**config.mk**
```make
export PLATFORM = sky130hd
export DESIGN_NAME = fdre_queue
export DESIGN_NICKNAME = d
export VERILOG_FILES = /design/src/hw/rtl/fdre_pkg.sv /design/src/hw/rtl/fdre_queue.sv
export SDC_FILE = /design/constraint.sdc
export NUM_CORES = 1
export LEC_CHECK = 0
export ABC_AREA = 1
export BUFFER_PORTS_ARGS = -buffer_cell sky130_fd_sc_hd__buf_2
export CAP_MARGIN = 20
export CORE_AREA = 2 2 83 85
export DETAILED_ROUTE_END_ITERATION = 16
export DIE_AREA = 0 0 85 87
export GPL_TIMING_DRIVEN = 0
export PLACE_DENSITY = 0.69
export RECOVER_POWER = 25
export SYNTH_ARGS = -nofsm -noshare
export SYNTH_HDL_FRONTEND = slang
export SYNTH_SLANG_ARGS = --single-unit
```
**constraint.sdc**
```tcl
create_clock -name clk -period 1.85 [get_ports clk]
set_input_delay 0.2775 -clock clk [delete_from_list [all_inputs] [get_ports clk]]
set_output_delay 0.2775 -clock clk [all_outputs]
set_load 0.05 [all_outputs]
```
**src/hw/rtl/fdre_pkg.sv**
```systemverilog
package fdre_pkg;

  localparam logic [3:0] RUN_MAX = 4'hF;

  localparam int QDEPTH = 4;
  localparam int QAW    = 2;
  localparam int QCW    = 3;

  typedef struct packed {
    logic        command;
    logic [15:0] pixel_word;
    logic        first_pixel;
    logic        last_pixel;
  } in_t;

  typedef struct packed {
    logic [7:0] code_byte;
    logic       frame_end;
  } out_t;

  // up to two codes per pixel: a run boundary, then the end-of-frame flush
  typedef struct packed {
    logic       a_valid;
    logic [7:0] a_code;
    logic       b_valid;
    logic [7:0] b_code;
  } job_t;

endpackage

```
**src/hw/rtl/fdre_queue.sv**
```systemverilog
module fdre_queue (
  input  logic           clk,
  input  logic           rst_n,
  input  logic           push,
  input  fdre_pkg::job_t push_data,
  output logic           full,
  input  logic           pop,
  output logic           head_valid,
  output fdre_pkg::job_t head
);

  fdre_pkg::job_t                mem_r [fdre_pkg::QDEPTH];
  logic [fdre_pkg::QAW-1:0] wptr_r, wptr_nxt;
  logic [fdre_pkg::QAW-1:0] rptr_r, rptr_nxt;
  logic [fdre_pkg::QCW-1:0] count_r, count_nxt;

  assign full       = (count_r == fdre_pkg::QCW'(fdre_pkg::QDEPTH));
  assign head_valid = (count_r != '0);
  assign head       = mem_r[rptr_r];

  always_comb begin
    wptr_nxt  = push ? wptr_r + 1'b1 : wptr_r;
    rptr_nxt  = pop ? rptr_r + 1'b1 : rptr_r;
    count_nxt = count_r;
    if (push && !pop) begin
      count_nxt = count_r + 1'b1;
    end else if (pop && !push) begin
      count_nxt = count_r - 1'b1;
    end
  end

  always_ff @(posedge clk) begin
    if (!rst_n) begin
      wptr_r  <= '0;
      rptr_r  <= '0;
      count_r <= '0;
    end else begin
      wptr_r  <= wptr_nxt;
      rptr_r  <= rptr_nxt;
      count_r <= count_nxt;
    end
    if (push) begin
      mem_r[wptr_r] <= push_data;
    end
  end

endmodule

```
==> metrics.md <==
| Metric | Value |
|---|---|
| Grt ovf | `0` |
| Largest area contributor in the netlist | `edfxtp_1` |
| Initial core utilization | `48.0%` |
| DP HPWL | `3.77 mm` |
| Post-synthesis adder-cell area fraction | `2.62%` |
| Port-buffer cells | `41` |
| Synth Area in Compound Gates | `10.9%` |
| Vias | `1,997` |
| Worst-path clk slew | `0.07 ns` |
| Ratio of cells with drive above 1 in the final layout | `20.5%` |
| Global-route wire length before repair | `approximately 9.5 mm` |
| Power Dens Cells | `1100 mW/mm²` |
| Largest net degree at the start of global routing | `19` |
| Crit path kind | `reg2out` |
| Worst hold slack | `0.156 ns` |
| RSZ-0062 raised after global routing | `true` |
| Outcome | `complete, no violations` |
| Slew headroom | `approximately two fifths` |
| Drt wl/cell | `16.4 µm` |
| Post-Syn Area | `between 0.003 and 0.004 mm²` |
| Routed WL | `about 6.1 mm` |
| CP peak stage delay | `~0.32 ns` |
| DRT iter0 DRCs | `just under 100` |
| Post-synthesis xor/xnor area fraction | `0%` |
| VDD IR max | `0.674 mV` |
| Worst setup SP type | `register` |
| Vias per cell | `5.35` |
| DRC Markers | `0` |
| Combinational share of power | `16.0%` |
| Hold Crit Class | `in2reg` |
| H-tree depth | `3` |
| CTS Buf Count | `9` |
| CORE AREA | `0.00657 mm²` |
| Unique masters post-synth | `18` |
| Clock Sinks | `81` |
| Full die area | `0.00740 mm²` |
| GRT met1 Usage | `approximately 20%` |
| # IOs | `42` |
| Worst path cell trace | `buf_6, inv_8, buf_8, nor2_1, o22ai_1, buf_4` |
| R2r worst-path depth | `4` |
| CTS tree | `built` |
| Critical path arrival | `approximately 1.5 ns` |
| Met3 Usage GRT | `5.59%` |
| Worst skew pair latency | `0.35 ns` |
| Total GRT Usage | `17.2%` |
| Pre-CTS WS | `~0.21 ns` |
| Chip Width | `85 µm` |
| Sequential Power Share | `51.1%` |
| Gpl congestion | `0.761` |
| FP Rows | `30` |
| Die height | `approximately 87 µm` |
| Final slew viol count | `0` |
| Main combinational cell family by area after synthesis | `compound AO/OA/AOI/OAI gates` |
| Final Non-Filler Cells | `373` |
| Crit path time final | `1.81 ns` |
| 1st-pass router iterations | `4` |
| CP endpoint kind | `output pin` |
| Inst Count DP | `354` |
| Worst Setup EP | `head[1]` |
| Internal power | `3.03 mW` |
| Fmax | `552 MHz` |
| Largest cells by area after synthesis | `edfxtp_1, dfxtp_1, nor2_1` |
| CTS root buffer | `clkbuf_8` |
| Flop2flop setup slack | `about 0.19 ns` |
| Max clock buf depth | `2` |
| Seq/Total Area, Yosys | `74.3%` |
| Share of the synthesized area in the top cell type | `68.6%` |
| CP max FO | `10` |
| R2R Path Start | `wptr_r[0]` |
| # diodes | `0` |
| Commonest cells in the netlist | `edfxtp_1, nor2_1, o21ai_0` |
| Reg2reg end | `mem_r[0][16]` |
| GR peak layer | `met2` |
| Avg Cell Area, Syn | `~14 µm²` |
| Final hold viol count | `0` |
| Setup Viol. Count Final | `0` |
| Mux share of post-synthesis cell area | `0%` |
| Post-synth EDFFs | `72` |
| GR Util met2 | `29.3%` |
| Clk_skew | `0.0108 ns` |
| Worst Tran Pin Value | `0.882 ns` |
| LEAKAGE | `1.40 nW` |
| Ys Warns | `0` |
| Antenna violations before repair | `0` |
| Share of synthesized flip-flops with an asynchronous set or reset | `0%` |
| Clock power frac | `32.9%` |
| Fin crit share | `a little over nine tenths` |
| Main synth FF type | `edfxtp_1` |
| Area grow syn2layout | `19.4%` |
| Simple-Gate Fraction of Synth Area | `6.71%` |
| Most frequent cell after synthesis | `edfxtp_1` |
| Setup WS post-layout | `around 0.039 ns` |
| Switch share | `26.6%` |
| Vias in the first global route | `2,010` |
| Slowest CP cell | `dfxtp_2` |
| Worst endpoint required time | `1.57 ns` |
| Post-Syn Nets | `261` |
| Flops & latches, synth | `81` |
| Switching Power | `1.10 mW` |
| Fin nets | `316` |
| Mapped Cells | `233` |
| Max Cap Viol | `0` |
| Routed Antenna Nets | `0` |
metal layers:
layer	wire length, µm	share of wire (%)
met5	0	0
met4	80	1.3
met3	321	5.2
met2	3150	51
met1	2570	42
worst max-delay path, delay by kind of cell (launching register included):
family / cells / cell delay [ns]
AO/OA/AOI/OAI: 1 / 0.21
buffers and inverters: 4 / 0.61
flip-flops: 1 / 0.32
AND/OR/NAND/NOR: 1 / 0.04
timing repair:
action                                  in CTS  in global routing
pin swaps                                    1                  2
buffers inserted                             0                  3
hold buffers                                 0                  0
endpoints found under the setup margin      10                 17
resized for setup                            8                 22
placed cells by master (no fill, tap or decap):
master / synthesis / layout
dfxtp_2: 0 / 1
ha_1: 5 / 5
dfxtp_1: 9 / 8
clkinvlp_4: 0 / 1
buf_12: 0 / 1
clkbuf_8: 0 / 9
clkbuf_4: 0 / 6
clkbuf_1: 0 / 14
clkinv_4: 0 / 1
fa_1: 1 / 1
buf_6: 7 / 7
bufinv_16: 0 / 2
o21ai_0: 27 / 27
nand2_1: 10 / 10
clkinv_2: 1 / 3
o21ai_1: 15 / 15
o22ai_2: 0 / 1
nand3_1: 1 / 1
inv_8: 1 / 1
nor2_1: 42 / 42
inv_1: 15 / 15
nand4_1: 1 / 1
buf_2: 0 / 11
buf_8: 0 / 3
edfxtp_1: 72 / 72
buf_4: 3 / 13
o22ai_1: 18 / 17
a21oi_1: 4 / 4
nor3_1: 1 / 1
through the flow:
stage                     TNS [ns]  power (mW)  utilization [%]  instance area (µm²)
final                            0        4.13             57.3                 3760
after global routing       -0.0143        4.27             57.3                 3760
after CTS                 -0.00938        4.10             56.2                 3690
after detailed placement         0        2.76             52.6                 3460
after global placement           0        2.74             52.6                 3460
after floorplan                  0        2.58                -                 3150
power by group through the flow:
stage | registers, mW | logic (mW) | clock network, mW
2_1_floorplan | 2.14 | 0.443 | 0
3_3_place_gp | 2.14 | 0.599 | 0
5_1_grt | 2.12 | 0.707 | 1.45
3_5_place_dp | 2.15 | 0.612 | 0
6_report | 2.11 | 0.660 | 1.36
4_1_cts | 2.11 | 0.628 | 1.36
cell type report:
type,count,area (µm²)
buffer,10,124
clock buffer,10,128
clock inverter,6,82.6
fill,534,2810
inverter,17,76.3
multi-input combinational,125,643
sequential,81,2340
tap,80,100
timing repair buffer,44,267
state kept, by name, summed over array words and instances, names as in the netlist, named ones only:
signal and cells:
count_r 3, rptr_r 2, wptr_r 2, mem_r 72
logic make-up (layout without fill, tap and decap cells):
logic type,Yosys count,in the layout
compound gates,64,64
fa+ha+maj,6,6
buf+inv,27,87
flops,81,81
simple gates,55,55
worst min-delay path by stage:
stage	from	endpoint	cells after the start
6_report	push_data[11]	mem_r[2][11]	1
5_1_grt	push_data[11]	mem_r[3][11]	1
4_1_cts	push_data[12]	mem_r[3][12]	1
3_5_place_dp	rptr_r[1]	register	1
3_3_place_gp	rptr_r[1]	rptr_r[1]	1
2_1_floorplan	push_data[0]	mem_r[0][0]	0
Note: power is estimated with default switching activity, not from simulation.
