**src/hw/rtl/fdre_pkg.sv**
```systemverilog
package fdre_pkg;

  localparam logic [3:0] RUN_MAX = 4'hF;

  localparam int QDEPTH = 4;
  localparam int QAW    = 2;
  localparam int QCW    = 3;

  typedef struct packed {
    logic        command;
    logic [15:0] pixel_word;
    logic        first_pixel;
    logic        last_pixel;
  } in_t;

  typedef struct packed {
    logic [7:0] code_byte;
    logic       frame_end;
  } out_t;

  // up to two codes per pixel: a run boundary, then the end-of-frame flush
  typedef struct packed {
    logic       a_valid;
    logic [7:0] a_code;
    logic       b_valid;
    logic [7:0] b_code;
  } job_t;

endpackage

```
**src/hw/rtl/fdre_back.sv**
```systemverilog
module fdre_back (
  input  logic           clk,
  input  logic           rst_n,
  input  logic           head_valid,
  input  fdre_pkg::job_t head,
  output logic           pop,
  output logic           out_valid,
  input  logic           out_stall,
  output fdre_pkg::out_t out_data
);

  logic           out_valid_r, out_valid_nxt;
  fdre_pkg::out_t out_data_r, out_data_nxt;
  logic           a_done_r, a_done_nxt;
  logic           out_free;

  assign out_free  = !out_valid_r || !out_stall;
  assign out_valid = out_valid_r;
  assign out_data  = out_data_r;

  always_comb begin
    out_valid_nxt = out_valid_r && out_stall;
    out_data_nxt  = out_data_r;
    a_done_nxt    = a_done_r;
    pop           = 1'b0;
    if (head_valid && out_free) begin
      out_valid_nxt = 1'b1;
      if (head.a_valid && !a_done_r) begin
        out_data_nxt = '{code_byte: head.a_code, frame_end: 1'b0};
        if (head.b_valid) begin
          a_done_nxt = 1'b1;
        end else begin
          pop = 1'b1;
        end
      end else begin
        out_data_nxt = '{code_byte: head.b_code, frame_end: 1'b1};
        a_done_nxt   = 1'b0;
        pop          = 1'b1;
      end
    end
  end

  always_ff @(posedge clk) begin
    if (!rst_n) begin
      out_valid_r <= 1'b0;
      a_done_r    <= 1'b0;
    end else begin
      out_valid_r <= out_valid_nxt;
      a_done_r    <= a_done_nxt;
    end
    out_data_r <= out_data_nxt;
  end

endmodule

```
**config.mk**
```make
export PLATFORM = sky130hd
export DESIGN_NAME = fdre_back
export DESIGN_NICKNAME = d
export VERILOG_FILES = /design/src/hw/rtl/fdre_pkg.sv /design/src/hw/rtl/fdre_back.sv
export SDC_FILE = /design/constraint.sdc
export NUM_CORES = 1
export LEC_CHECK = 0
export ABC_AREA = 1
export BUFFER_PORTS_ARGS = -buffer_cell sky130_fd_sc_hd__buf_2
export CAP_MARGIN = 40
export CORE_MARGIN = 3
export CORE_UTILIZATION = 39
export CTS_CLUSTER_DIAMETER = 150
export DETAILED_ROUTE_END_ITERATION = 8
export PLACE_DENSITY = 0.78
export SETUP_SLACK_MARGIN = 0.2
export SLEW_MARGIN = 20
export SYNTH_ARGS = -nofsm -noshare
export SYNTH_HDL_FRONTEND = slang
export SYNTH_SLANG_ARGS = --single-unit
```
**constraint.sdc**
```tcl
create_clock -name clk -period 1.6 [get_ports clk]
set_clock_uncertainty 0.2 [all_clocks]
set_input_delay 0.16 -clock clk [delete_from_list [all_inputs] [get_ports clk]]
set_output_delay 0.16 -clock clk [all_outputs]
set_load 0.02 [all_outputs]
```
==> results.py, run 1 <==
metrics = {
    "run_status": {
        "status": "finished, final reports clean",
    },
    "power": {
        "ir_drop_uv": 558.0,
        "p_comb_frac": 0.248,
        "clkPwrFrac": 0.263,
        "cellPowerDensity_nw_per_um2": 808.4,
        "p_seq_frac": 0.489,
        "netSwitchingPower_mw": 0.1897,
        "p_sw_frac": 0.2691,
        "intPower_mw": 0.5153,
        "power_leakage_nw": 0.4337,
    },
    "critical_path": {
        "cp.arrival_ns": 0.98,
        "critPathKind": "reg2out",
        "critPathBufInv": 1,
        "cp_max_fo": 3,
        "crit_chain": "nand2_2, nand2_4, nor2_4, buf_6",
        "endpoint_kind": "primary output",
        "cpLargestDelayFamily": "flip-flops",
        "cp_slowest_cell": "dfxtp_2",
        "max_stage_delay_ns": 0.33,
        "required_ns": 1.24,
        "startpoint_type": "register",
    },
    "place": {
        "place_hpwl_um": 882.6,
        "place_congestion": 0.6877,
        "io_buffers": 32,
        "dp_worst_setup_slack_ns": 0.3105,
        "dp_cells": 94,
    },
    "cts": {
        "cts_made_buffers": 3,
        "cts_tree": "done",
        "clock_latency_ns": 0.26,
        "htree_levels": 1,
        "cts_num_sinks": 11,
        "clkTransAtPathRegs_ns": 0.07,
        "root_buffer": "clkbuf_4",
        "clk_path_buf_depth": 2,
    },
    "routing": {
        "drtIter0Drc": 10,
        "via_per_inst": 4.611,
        "wl_per_cell_um": 12.06,
        "postRouteWirelength_mm": 1.363,
        "num_vias": 521,
        "drc": 0,
        "drt-pass1-iter-count": 4,
        "ant_nets": 0,
    },
    "yosys": {
        "synth_area_per_cell_um2": 10.32,
        "synthCells": 49,
        "ys_seq_area_frac": 0.6139,
        "syn_area_um2": 505.5,
        "syn_nets": 71,
        "synth_cell_types": 11,
        "netlist_top_cells_area": "edfxtp_1, nand2_1, dfxtp_1, nand3_1, nand2_8",
        "yosys_warnings": 0,
        "ys_seq_elements": 11,
        "netlist.area_leader.share": 0.5347,
        "synth_area_leader_cell": "edfxtp_1",
    },
    "sta": {
        "finalCritPeriodShare": 0.8362,
        "maxSlewViolCount": 0,
        "max_freq_ghz": 0.7474,
        "worstMarginPinSlew_ns": 0.3375,
        "layout_min_cycle_time_ns": 1.338,
        "setup-tns-final_ns": 0,
        "hold_violations": 0,
        "fin_ws_ns": 0.2621,
        "setup_viol": 0,
        "slew_headroom": 0.7748,
        "rsz0062_at_grt": "false",
    },
    "die": {
        "num_rows": 12,
        "start_util": 0.4372,
        "ioPinCount": 33,
        "core_area_um2": 1156,
        "dieArea_um2": 1764,
        "die_w_um": 42,
        "fp.dieH_um": 42,
    },
    "grt": {
        "grt-ovfl-total": 0,
        "antenna_found_initial": 0,
        "grtUsageTotal": 0.1703,
        "grt_pass1_vias": 534,
        "grt_max_degree": 10,
        "grt_pass1_wl_mm": 2.263,
    },
    "layout": {
        "areaGrowthSynthToFinish_pct": 72.52,
        "final_common_cell": "buf_2",
        "diodes": 0,
        "mostFrequentLayoutCells": "buf_2, nand2_1, dlygate4sd3_1",
        "drive_gt1_frac": 0.4646,
        "final_cells": 113,
        "nets": 122,
    },
    "job": {
        "max-cap-violations": 0,
    },
    "min_path": {
        "hp-class": "in2reg",
    },
}
-- flip-flops by register name, indices dropped and copies added, names as in the netlist --
signal	count
out_data	9
a_done_r	1
out_valid	1
-- logic make-up (layout without fill, tap and decap cells) --
| kind of cell | Yosys count | in the layout | synth area share |
|---|---|---|---|
| AND/OR/NAND/NOR | 32 | 32 | 0.3144 |
| flip-flops | 11 | 11 | 0.6139 |
| buffers and inverters | 5 | 55 | 0.05694 |
| AO/OA/AOI/OAI | 1 | 1 | 0.01486 |
-- repair_timing --
| item | in CTS | in global routing |
|---|---|---|
| gates resized for setup | 5 | 6 |
| hold endpoints to repair | 10 | 0 |
| hold buffers | 13 | 0 |
| setup buffers | 2 | 0 |
| setup endpoints to repair | 1 | 11 |
| pin swaps | 1 | 3 |
-- cells in the mapped netlist --
library cell	n
a21boi_0	1
nand3_1	8
buf_6	1
dfxtp_1	2
edfxtp_1	9
nor2_4	1
nor2_2	2
inv_1	3
nand2_8	1
inv_4	1
nand2_1	20
-- area by class of cell --
type                       count  area (um^2)
timing repair buffer          47        314.1
sequential                    11        312.8
fill                          82        284.0
multi-input combinational     33        181.4
clock buffer                   4        26.28
inverter                       4        20.02
tap                           14        17.52
-- final timing paths --
| path | start | end | slack [ns] | cells past startpoint |
|---|---|---|---|---|
| worst max-delay path | out_valid | pop | 0.26 | 4 |
| worst min-delay path | head[13] | out_data[5] | 0.004 | 3 |
| worst max register to register | out_valid | out_data[7] | 0.34 | 3 |
| worst min register to register | out_valid | a_done_r | 0.44 | 4 |
-- through the flow --
stage,utilization,hold slack [ns],area (um^2),power (mW)
floorplan,-,0.1014,505.5,0.4321
global placement,0.5812,0.2210,671.9,0.4796
detailed placement,0.5812,0.2245,671.9,0.4856
CTS,0.7424,0.003460,858.3,0.7041
global route,0.7543,0.01428,872.1,0.7414
finish,0.7543,0.004499,872.1,0.7050
-- per-layer routing --
metal | GRT usage | vias up | wire, um | share of wire
met5 | 0 | - | 0 | 0
met4 | 0.09615 | 0 | 13 | 0.0095
met3 | 0.03863 | 2 | 72 | 0.053
met2 | 0.2994 | 21 | 749 | 0.55
met1 | 0.1850 | 238 | 528 | 0.39
li1 | - | 260 | - | -
-- power groups by stage --
stage / Combinational, mW / Clock (mW) / Sequential, mW
final: 0.175 / 0.185 / 0.345
after global routing: 0.189 / 0.206 / 0.346
after CTS: 0.170 / 0.190 / 0.344
after detailed placement: 0.136 / 0 / 0.350
after global placement: 0.131 / 0 / 0.349
after floorplan: 0.0563 / 0 / 0.376
-- tightest hold or removal path, stage by stage --
cell and delay [ns]:
buf_2 0.08, nand3_1 0.06, nand2_1 0.07
Note: power is estimated with default switching activity, not from simulation.
==> inputs of run 2 (changes only) <==
--- a/config.mk
+++ b/config.mk
@@ -9,10 +9,10 @@
 export BUFFER_PORTS_ARGS = -buffer_cell sky130_fd_sc_hd__buf_2
 export CAP_MARGIN = 40
 export CORE_MARGIN = 3
-export CORE_UTILIZATION = 39
+export CORE_UTILIZATION = 35
 export CTS_CLUSTER_DIAMETER = 150
 export DETAILED_ROUTE_END_ITERATION = 8
-export PLACE_DENSITY = 0.78
+export PLACE_DENSITY = 0.74
 export SETUP_SLACK_MARGIN = 0.2
 export SLEW_MARGIN = 20
 export SYNTH_ARGS = -nofsm -noshare
==> constraint.sdc (replaced) <==
create_clock -name clk -period 1.1 [get_ports clk]
set_clock_uncertainty 0.2 [all_clocks]
set_input_delay 0.11 -clock clk [delete_from_list [all_inputs] [get_ports clk]]
set_output_delay 0.11 -clock clk [all_outputs]
set_load 0.02 [all_outputs]
==> run 2 against run 1 <==
  * The run now ends with hold timing, setup timing left
  * Global-route usage decreased by 2.8 points
  * Routed wire length about the same
  * Core utilization down 8.2 points
  * Total power increased by 52%
  * Count of clock-buffer cells in the layout is the same
  * Sequential share of layout area down 0.72 points
  * Via count is 0.38% higher
  * Highest routed layer unchanged
==> results.py, run 2 (synthesized netlist as in run 1, its figures left out) <==
metrics = {
    "power": {
        "p_seq_frac": 0.474,
        "intPower_mw": 0.7820,
        "netSwitchingPower_mw": 0.2873,
        "clkPwrFrac": 0.246,
        "total_power_mw": 1.069,
        "p_sw_frac": 0.2687,
        "power_leakage_nw": 0.4461,
        "ir_drop_uv": 567.3,
        "p_comb_frac": 0.279,
        "cellPowerDensity_nw_per_um2": 1192,
    },
    "routing": {
        "ant_nets": 0,
        "drc": 0,
        "drt-pass1-iter-count": 4,
        "via_per_inst": 4.843,
        "postRouteWirelength_mm": 1.364,
        "drtIter0Drc": 13,
        "wl_per_cell_um": 12.63,
        "num_vias": 523,
    },
    "layout": {
        "nets": 116,
        "drive_gt1_frac": 0.5914,
        "mostFrequentLayoutCells": "buf_2, nand2_1, buf_6",
        "areaGrowthSynthToFinish_pct": 77.48,
        "diodes": 0,
        "largest_reg_flops": 9,
        "final_common_cell": "buf_2",
        "final_cells": 108,
    },
    "die": {
        "die_w_um": 44.01,
        "ioPinCount": 33,
        "fp.dieH_um": 44.01,
        "core_area_um2": 1334,
        "start_util": 0.3790,
        "dieArea_um2": 1936,
        "num_rows": 13,
    },
    "critical_path": {
        "startpoint": "a_done_r",
        "rrSetupSlack_ns": -0.12,
        "cp.arrival_ns": 0.99,
        "required_ns": 0.79,
        "r2r_end": "out_data[5]",
        "crit_end": "pop",
        "reg2reg_depth": 5,
        "cp_max_fo": 2,
        "critPathKind": "reg2out",
        "endpoint_kind": "primary output",
        "startpoint_type": "register",
        "r2r_start": "a_done_r",
    },
    "run_status": {
        "status": "complete, but fails checks",
        "violations": "hold timing, setup timing",
    },
    "place": {
        "place_congestion": 0.6794,
        "io_buffers": 32,
        "place_hpwl_um": 837.3,
        "dp_worst_setup_slack_ns": -0.02857,
        "dp_cells": 95,
    },
    "grt": {
        "grtUsageTotal": 0.1427,
        "grt_max_degree": 10,
        "grt_pass1_vias": 476,
        "grt_pass1_wl_mm": 1.987,
        "grt-ovfl-total": 0,
        "antenna_found_initial": 0,
    },
    "sta": {
        "setup-tns-final_ns": -1.879,
        "layout_min_cycle_time_ns": 1.295,
        "rsz0062_at_grt": "true",
        "finalCritPeriodShare": 1.178,
        "hold_violations": 10,
        "max_freq_ghz": 0.7720,
        "fin_hold_ws_ns": -0.1140,
        "setup_viol": 21,
        "slew_headroom": 0.8533,
        "fin_ws_ns": -0.1953,
        "maxSlewViolCount": 0,
        "worstMarginPinSlew_ns": 0.2201,
    },
    "cts": {
        "clk_path_buf_depth": 2,
        "clock_latency_ns": 0.26,
        "htree_levels": 1,
        "root_buffer": "clkbuf_4",
        "clkTransAtPathRegs_ns": 0.07,
        "cts_tree": "done",
        "cts_num_sinks": 11,
        "cts_made_buffers": 3,
    },
    "min_path": {
        "hp-class": "in2reg",
    },
    "job": {
        "max-cap-violations": 0,
    },
}
-- run 2: cell count changes in the layout (fill, tap and decap cells not counted), moves of 2 or more --
cell,previous run,this run
inv_8,0,2
buf_2,31,21
dlygate4sd3_1,12,0
buf_6,1,15
-- run 2: power groups by stage --
stage	registers [mW]	logic (mW)	clock network [mW]
floorplan	0.548	0.0910	0
global placement	0.507	0.203	0
detailed placement	0.508	0.206	0
CTS	0.505	0.266	0.268
global route	0.509	0.320	0.298
finish	0.507	0.299	0.263
-- run 2: routing by layer --
metal / vias to the layer above / GRT usage / wire, um
met3: 2 / 0.02905 / 134
met1: 241 / 0.1484 / 445
met4: 0 / 0.07229 / 17
li1: 250 / - / -
met5: - / 0 / 0
met2: 30 / 0.2645 / 767
-- run 2: timing repair --
action,in CTS,in global routing
endpoints found under the hold margin,10,10
pin swaps,5,8
resized for setup,22,11
buffers inserted,5,2
gates cloned,1,1
endpoints found under the setup margin,30,30
-- run 2: worst max-delay path, cell delays in order, from the launching register on --
cell	delay, ns
dfxtp_2	0.34
inv_4	0.07
nand2_8	0.05
nor2_4	0.09
nor2_4	0.05
buf_6	0.12
-- run 2: worst min-delay path by stage --
stage / endpoint / depth (start not counted) / slack [ns] / from
2_1_floorplan: out_valid / 2 / 0.04 / head_valid
3_3_place_gp: out_valid / 2 / 0.17 / rst_n
3_5_place_dp: a_done_r / 3 / 0.16 / rst_n
4_1_cts: a_done_r / 3 / -0.12 / rst_n
5_1_grt: a_done_r / 3 / -0.11 / rst_n
6_report: a_done_r / 3 / -0.11 / rst_n
-- run 2: cell type report --
class / instances / area [um^2]
timing repair inverter: 1 / 11.26
inverter: 4 / 25.02
timing repair buffer: 40 / 311.5
clock buffer: 4 / 26.28
fill: 109 / 436.7
tap: 15 / 18.77
sequential: 11 / 315.3
multi-input combinational: 33 / 188.9
-- run 2: stage by stage --
| stage | hold WS (ns) | area, um^2 | utilization |
|---|---|---|---|
| 2_1_floorplan | 0.04048 | 535.5 | - |
| 3_3_place_gp | 0.1685 | 703.2 | 0.5272 |
| 3_5_place_dp | 0.1647 | 703.2 | 0.5272 |
| 4_1_cts | -0.1250 | 840.8 | 0.6304 |
| 5_1_grt | -0.1094 | 897.1 | 0.6726 |
| 6_report | -0.1140 | 897.1 | 0.6726 |
